===== src/rtl/crf_pkg.sv =====
// Shared types and codes for the coalescing record FIFO.
// Depends on nothing; crf_ctrl, crf_dpath and the top level import it.
package crf_pkg;

  // Operation code of an input beat (code 3 is unused and ignored)
  typedef enum logic [1:0] {
    OP_PUSH  = 2'd0,
    OP_POP   = 2'd1,
    OP_CLEAR = 2'd2
  } crf_op_t;

  // Result status codes
  typedef enum logic [1:0] {
    ST_OK         = 2'd0,
    ST_DROPPED    = 2'd1,
    ST_CLOSE_PEER = 2'd2,
    ST_EMPTY      = 2'd3
  } crf_status_t;

  // Input beat
  typedef struct packed {
    logic [1:0]  cmd;
    logic [15:0] key_system;
    logic [15:0] key_event;
    logic [31:0] revision;
    logic        is_transient;
    logic [31:0] payload;
  } crf_in_t;

  // Result beat
  typedef struct packed {
    logic [1:0]  status;
    logic        out_valid;
    logic [15:0] out_system;
    logic [15:0] out_event;
    logic [31:0] out_revision;
    logic        out_transient;
    logic [31:0] out_payload;
    logic [6:0]  occupancy;
  } crf_out_t;

  // Controller states
  typedef enum logic [2:0] {
    S_IDLE,
    S_DISPATCH,
    S_POP_RD,
    S_SCAN,
    S_SHIFT,
    S_APPEND,
    S_FINISH
  } crf_state_t;

  // Which result the datapath stages
  typedef enum logic [2:0] {
    RES_NONE,
    RES_OK,
    RES_FULL,
    RES_EMPTY,
    RES_POP
  } crf_res_t;

  // Controller to datapath commands
  typedef struct packed {
    logic     latch;     // capture the input beat
    logic     rd_head;   // read the head slot, start a walk there
    logic     rd_next;   // read the slot after the walk pointer, advance it
    logic     mark_dst;  // move destination takes the walk pointer
    logic     wr_move;   // write read data into the move destination
    logic     unlink;    // one slot freed: tail back, count down
    logic     append;    // write new record at tail
    logic     pop;       // head forward, count down
    logic     clear;     // empty the queue
    crf_res_t res;       // result to stage
    logic     load_out;  // move staged result into the output register
  } crf_cmd_t;

  // Datapath to controller status
  typedef struct packed {
    crf_op_t op;         // operation of the latched beat
    logic    state_rec;  // both keys nonzero
    logic    empty;
    logic    full;
    logic    key_hit;    // slot under the walk has the same key pair
    logic    stale;      // that slot's revision is equal or newer
    logic    last_scan;  // slot under the walk is the last queued one
    logic    shift_end;  // slot after the walk pointer is the tail
    logic    out_free;   // output register can take a result now
  } crf_sts_t;

endpackage


===== src/rtl/crf_ctrl.sv =====
// Controller of the coalescing record FIFO: sequences pop, clear, scan, shift
// and append. Depends on crf_pkg.
module crf_ctrl (
  input  logic              clk,
  input  logic              rst_n,
  input  logic              in_valid,
  output logic              in_ready,
  input  crf_pkg::crf_sts_t sts,
  output crf_pkg::crf_cmd_t cmd
);
  import crf_pkg::*;

  crf_state_t state_r, state_nxt;

  // State register
  always_ff @(posedge clk) begin
    if (!rst_n) begin
      state_r <= S_IDLE;
    end else begin
      state_r <= state_nxt;
    end
  end

  // Next state and commands
  always_comb begin
    state_nxt = state_r;
    cmd       = '0;
    in_ready  = 1'b0;
    case (state_r)
      S_IDLE: begin
        in_ready = 1'b1;
        if (in_valid) begin
          cmd.latch = 1'b1;
          state_nxt = S_DISPATCH;
        end
      end
      S_DISPATCH: begin
        case (sts.op)
          OP_PUSH: begin
            if (sts.state_rec && !sts.empty) begin
              cmd.rd_head = 1'b1;
              state_nxt   = S_SCAN;
            end else begin
              state_nxt = S_APPEND;
            end
          end
          OP_POP: begin
            if (sts.empty) begin
              cmd.res   = RES_EMPTY;
              state_nxt = S_FINISH;
            end else begin
              cmd.rd_head = 1'b1;
              state_nxt   = S_POP_RD;
            end
          end
          OP_CLEAR: begin
            cmd.clear = 1'b1;
            cmd.res   = RES_OK;
            state_nxt = S_FINISH;
          end
          default: begin
            cmd.res   = RES_OK;
            state_nxt = S_FINISH;
          end
        endcase
      end
      S_POP_RD: begin
        cmd.pop   = 1'b1;
        cmd.res   = RES_POP;
        state_nxt = S_FINISH;
      end
      // one queued slot compared per cycle, oldest first
      S_SCAN: begin
        if (sts.key_hit) begin
          if (sts.stale) begin
            cmd.res   = RES_OK;
            state_nxt = S_FINISH;
          end else if (sts.shift_end) begin
            cmd.unlink = 1'b1;
            state_nxt  = S_APPEND;
          end else begin
            cmd.mark_dst = 1'b1;
            cmd.rd_next  = 1'b1;
            state_nxt    = S_SHIFT;
          end
        end else if (sts.last_scan) begin
          state_nxt = S_APPEND;
        end else begin
          cmd.rd_next = 1'b1;
        end
      end
      // one slot moved forward per cycle until the tail
      S_SHIFT: begin
        cmd.wr_move = 1'b1;
        if (sts.shift_end) begin
          cmd.unlink = 1'b1;
          state_nxt  = S_APPEND;
        end else begin
          cmd.mark_dst = 1'b1;
          cmd.rd_next  = 1'b1;
        end
      end
      S_APPEND: begin
        if (sts.full) begin
          cmd.res = RES_FULL;
        end else begin
          cmd.append = 1'b1;
          cmd.res    = RES_OK;
        end
        state_nxt = S_FINISH;
      end
      S_FINISH: begin
        if (sts.out_free) begin
          cmd.load_out = 1'b1;
          state_nxt    = S_IDLE;
        end
      end
      default: begin
        state_nxt = S_IDLE;
      end
    endcase
  end
endmodule


===== config.mk =====
export PLATFORM = sky130hd
export DESIGN_NAME = crf_ctrl
export DESIGN_NICKNAME = d
export VERILOG_FILES = /design/src/rtl/crf_pkg.sv /design/src/rtl/crf_ctrl.sv
export SDC_FILE = /design/constraint.sdc
export NUM_CORES = 1
export LEC_CHECK = 0
export ABC_CLOCK_PERIOD_IN_PS = 2100
export BUFFER_PORTS_ARGS = -buffer_cell sky130_fd_sc_hd__buf_4
export CAP_MARGIN = 20
export CORE_AREA = 4 4 41 43
export DETAILED_ROUTE_END_ITERATION = 8
export DIE_AREA = 0 0 45 47
export MAX_ROUTING_LAYER = met4
export PLACE_DENSITY = 0.69
export SYNTH_ARGS = -nofsm -noshare
export SYNTH_HDL_FRONTEND = slang
export SYNTH_SLANG_ARGS = --single-unit

===== constraint.sdc =====
create_clock -name clk -period 2.1 [get_ports clk]
set_input_delay 0.21 -clock clk [delete_from_list [all_inputs] [get_ports clk]]
set_output_delay 0.21 -clock clk [all_outputs]
set_load 0.05 [all_outputs]

==> results.md <==
* Area of the multi-input gates at about 340 um^2
* Critical Path End: cmd[10]
* Leakage power at 0.000306 uW
* DR vias at 505
* Status: finished, final reports clean
* Crit path max fanout at 15
* Initial antenna violation count at 0
* Syn. warnings at 0
* # hold bufs at CTS at 0
* Reg-to-reg endpoint: state_r[2]
* DRT iter0 DRCs at 1
* Die Y at 47 um
* Worst Path Arrival at 1.67 ns
* RSZ-0062 raised after global routing: false
* Fillers at 148
* Crit. End Element: primary output
* All-Layer GR Usage at 13.2%
* Reg2reg path depth at 4
* VDD IR max at ~0.00049 V
* CP required at 1.89 ns
* Worst stage delay on the critical path at 0.65 ns
* Worst-path clk slew at approximately 0.04 ns
* PostCTS Resize Cnt at 0
* Largest regs: state_r x3
* Worst Setup SP: state_r[1]
* Starting Density at 32.4%
* Hold Crit Class: in -> reg
* Pre-CTS WS at 0.469 ns
* DR WL/cell at 12.0 um
* Cells after synthesis at 56
* CP Launch Type: flop
* Die ar. at roughly 2100 um^2
* Final TNS setup at 0 ns
* Clock Skew at 0.00284 ns
* Drt total wl at between 1000 and 1500 um
* FF-to-FF setup slack at 0.63 ns
* Worst setup margin at ~0.22 ns
* Syn Nets at 69
* Final Critical Period at 1.88 ns
* Layout cell share with drive strength beyond 1 at 44.6%
* Clock sinks at 3
* Final setup fails at 0
* Sequential fraction of the synthesis area at 14.2%
* R2r startpoint: state_r[1]
* Vias in the first global route at roughly 490
* Core Box Area at about 1300 um^2
* DRT antenna net count at 0
* Total power at roughly 870 uW
* # rows at 13
* Final nets at between 90 and 100
* F_max at roughly 0.53 GHz
* Die width at 45 um
* Finished layout cell area at 653 um^2
* Crit-path cells: nor3b_2, o21bai_1, and2b_1, nand2b_1, buf_4
* Htree depth at 1
* Clk root buf: clkbuf_4
* IO Pins at 27
* Clk_lat worst skew at between 0.2 and 0.25 ns
* Buffers on Ports at 26
* Post-route clock period utilization at 89.7%
* Post-placement cell area at 627 um^2
* Vias/cell at between 5 and 6
* Most frequent cells in the layout: buf_4 (27), nand2b_1 (6), nor2_1 (6)
* Most flops, register: state_r
* Clock tree buffer depth at 2
* Total setup buffers inserted after CTS at 0
* Reg area at 60.1 um^2
* Most common cell after layout, fill and taps aside: buf_4
* Max FFs per register at 3
* PD cells at 1330 nW/um^2
* First-pass GRT wire length at roughly 2100 um
* Area added between synthesis and finish at 54.9%
* GRT Residual Overflow at 0
* Max Cap Viol at 0
* Hold Fails Final Rpt at 0
* Max-slew violations at 0
* Synthesized area per cell at ~7.5 um^2
* Crit path max-delay family: flip-flops
* Syn Std Cell Area at ~420 um^2
* Worst hold stages at 2
* Synth cell types at 31
* CP bufs+invs at 1
* CTS tree: built
* WS Path Type: reg -> out
* Post-detail-place hpwl at 940 um
* WP depth at 5
* Ant. Diodes at 0
* Worst-Margin Slew at 0.532 ns
* Clock buffer count from CTS at 3
* DR pass1 iterations at 3
* Synth Register Bits at 3
* Slowest stage cell, crit path: dfxtp_1
* DRC viols at 0
* Largest net degree at the start of global routing at 16
* Rel. slew slack at roughly 64%
* Final GP Congestion at 0.752
## final cells by class
type                    count  share of cell area [%]
multi-input cells          48                    52.3
clock buffers               4                    4.02
flip-flops and latches      3                    9.20
inverters                   1                   0.575
repair buffers             27                    31.0
well taps                  15                    2.87
## kinds of logic after synthesis
group                  share of synthesized area (%)
and+or+nand+nor                                 47.5
AOI/OAI and AO/OA                               30.6
buffers and inverters                           7.71
DFF                                             14.2
## worst min path at each step
stage	endpoint	startpoint
final	state_r[1]	rst_n
after CTS	state_r[1]	rst_n
after floorplan	state_r[1]	rst_n
after global routing	state_r[1]	rst_n
after global placement	state_r[1]	rst_n
after detailed placement	state_r[1]	rst_n
## power breakdown
group	switching (uW)	leakage, uW	total [uW]	internal (uW)
Clock	29.1	0.0000150	100	71.2
Sequential	81.4	0.0000248	161	79.9
Combinational	386	0.000267	608	222
## through the flow
stage,util (%),hold WS (ns),instances
after floorplan,-,0.328,56
after global placement,48.2,0.442,94
after detailed placement,48.2,0.447,94
after CTS,50.2,0.203,98
after global routing,50.2,0.238,98
final,50.2,0.214,98
## cells in the mapped netlist
library cell / count / area [um^2]
nand2_1: 2 / 7.51
nor4b_1: 1 / 8.76
buf_4: 1 / 7.51
o21ai_0: 4 / 20.0
a211oi_1: 1 / 7.51
nor3_1: 1 / 5.00
nand2b_1: 6 / 37.5
o22ai_1: 1 / 6.26
or3_1: 1 / 6.26
o21a_1: 1 / 7.51
and2_1: 2 / 12.5
a32oi_1: 1 / 8.76
a21oi_2: 2 / 17.5
and3_1: 1 / 6.26
a2111o_1: 1 / 11.3
and2b_1: 1 / 7.51
a31oi_1: 1 / 6.26
nor4_1: 2 / 12.5
o21bai_1: 1 / 7.51
inv_1: 1 / 3.75
buf_2: 2 / 10.0
or3_4: 1 / 11.3
a21boi_0: 2 / 15.0
a21oi_1: 2 / 10.0
o2111a_1: 1 / 11.3
nor3b_1: 4 / 30.0
nor3b_2: 1 / 12.5
nor2_1: 6 / 22.5
dfxtp_1: 3 / 60.1
buf_6: 1 / 11.3
nand3b_4: 1 / 20.0
## worst reg2reg max path, stage by stage, from the launching register on
cell	delay, ns
dfxtp_1	0.65
nand3b_4	0.13
or3_1	0.36
a21oi_1	0.14
a211oi_1	0.07
## routing by layer
metal	GRT usage (%)	wire length (um)
met2	21.5	551
met5	-	0
met3	1.92	93
met4	3.51	0
met1	17.0	535
Note: power is estimated with default switching activity, not from simulation.
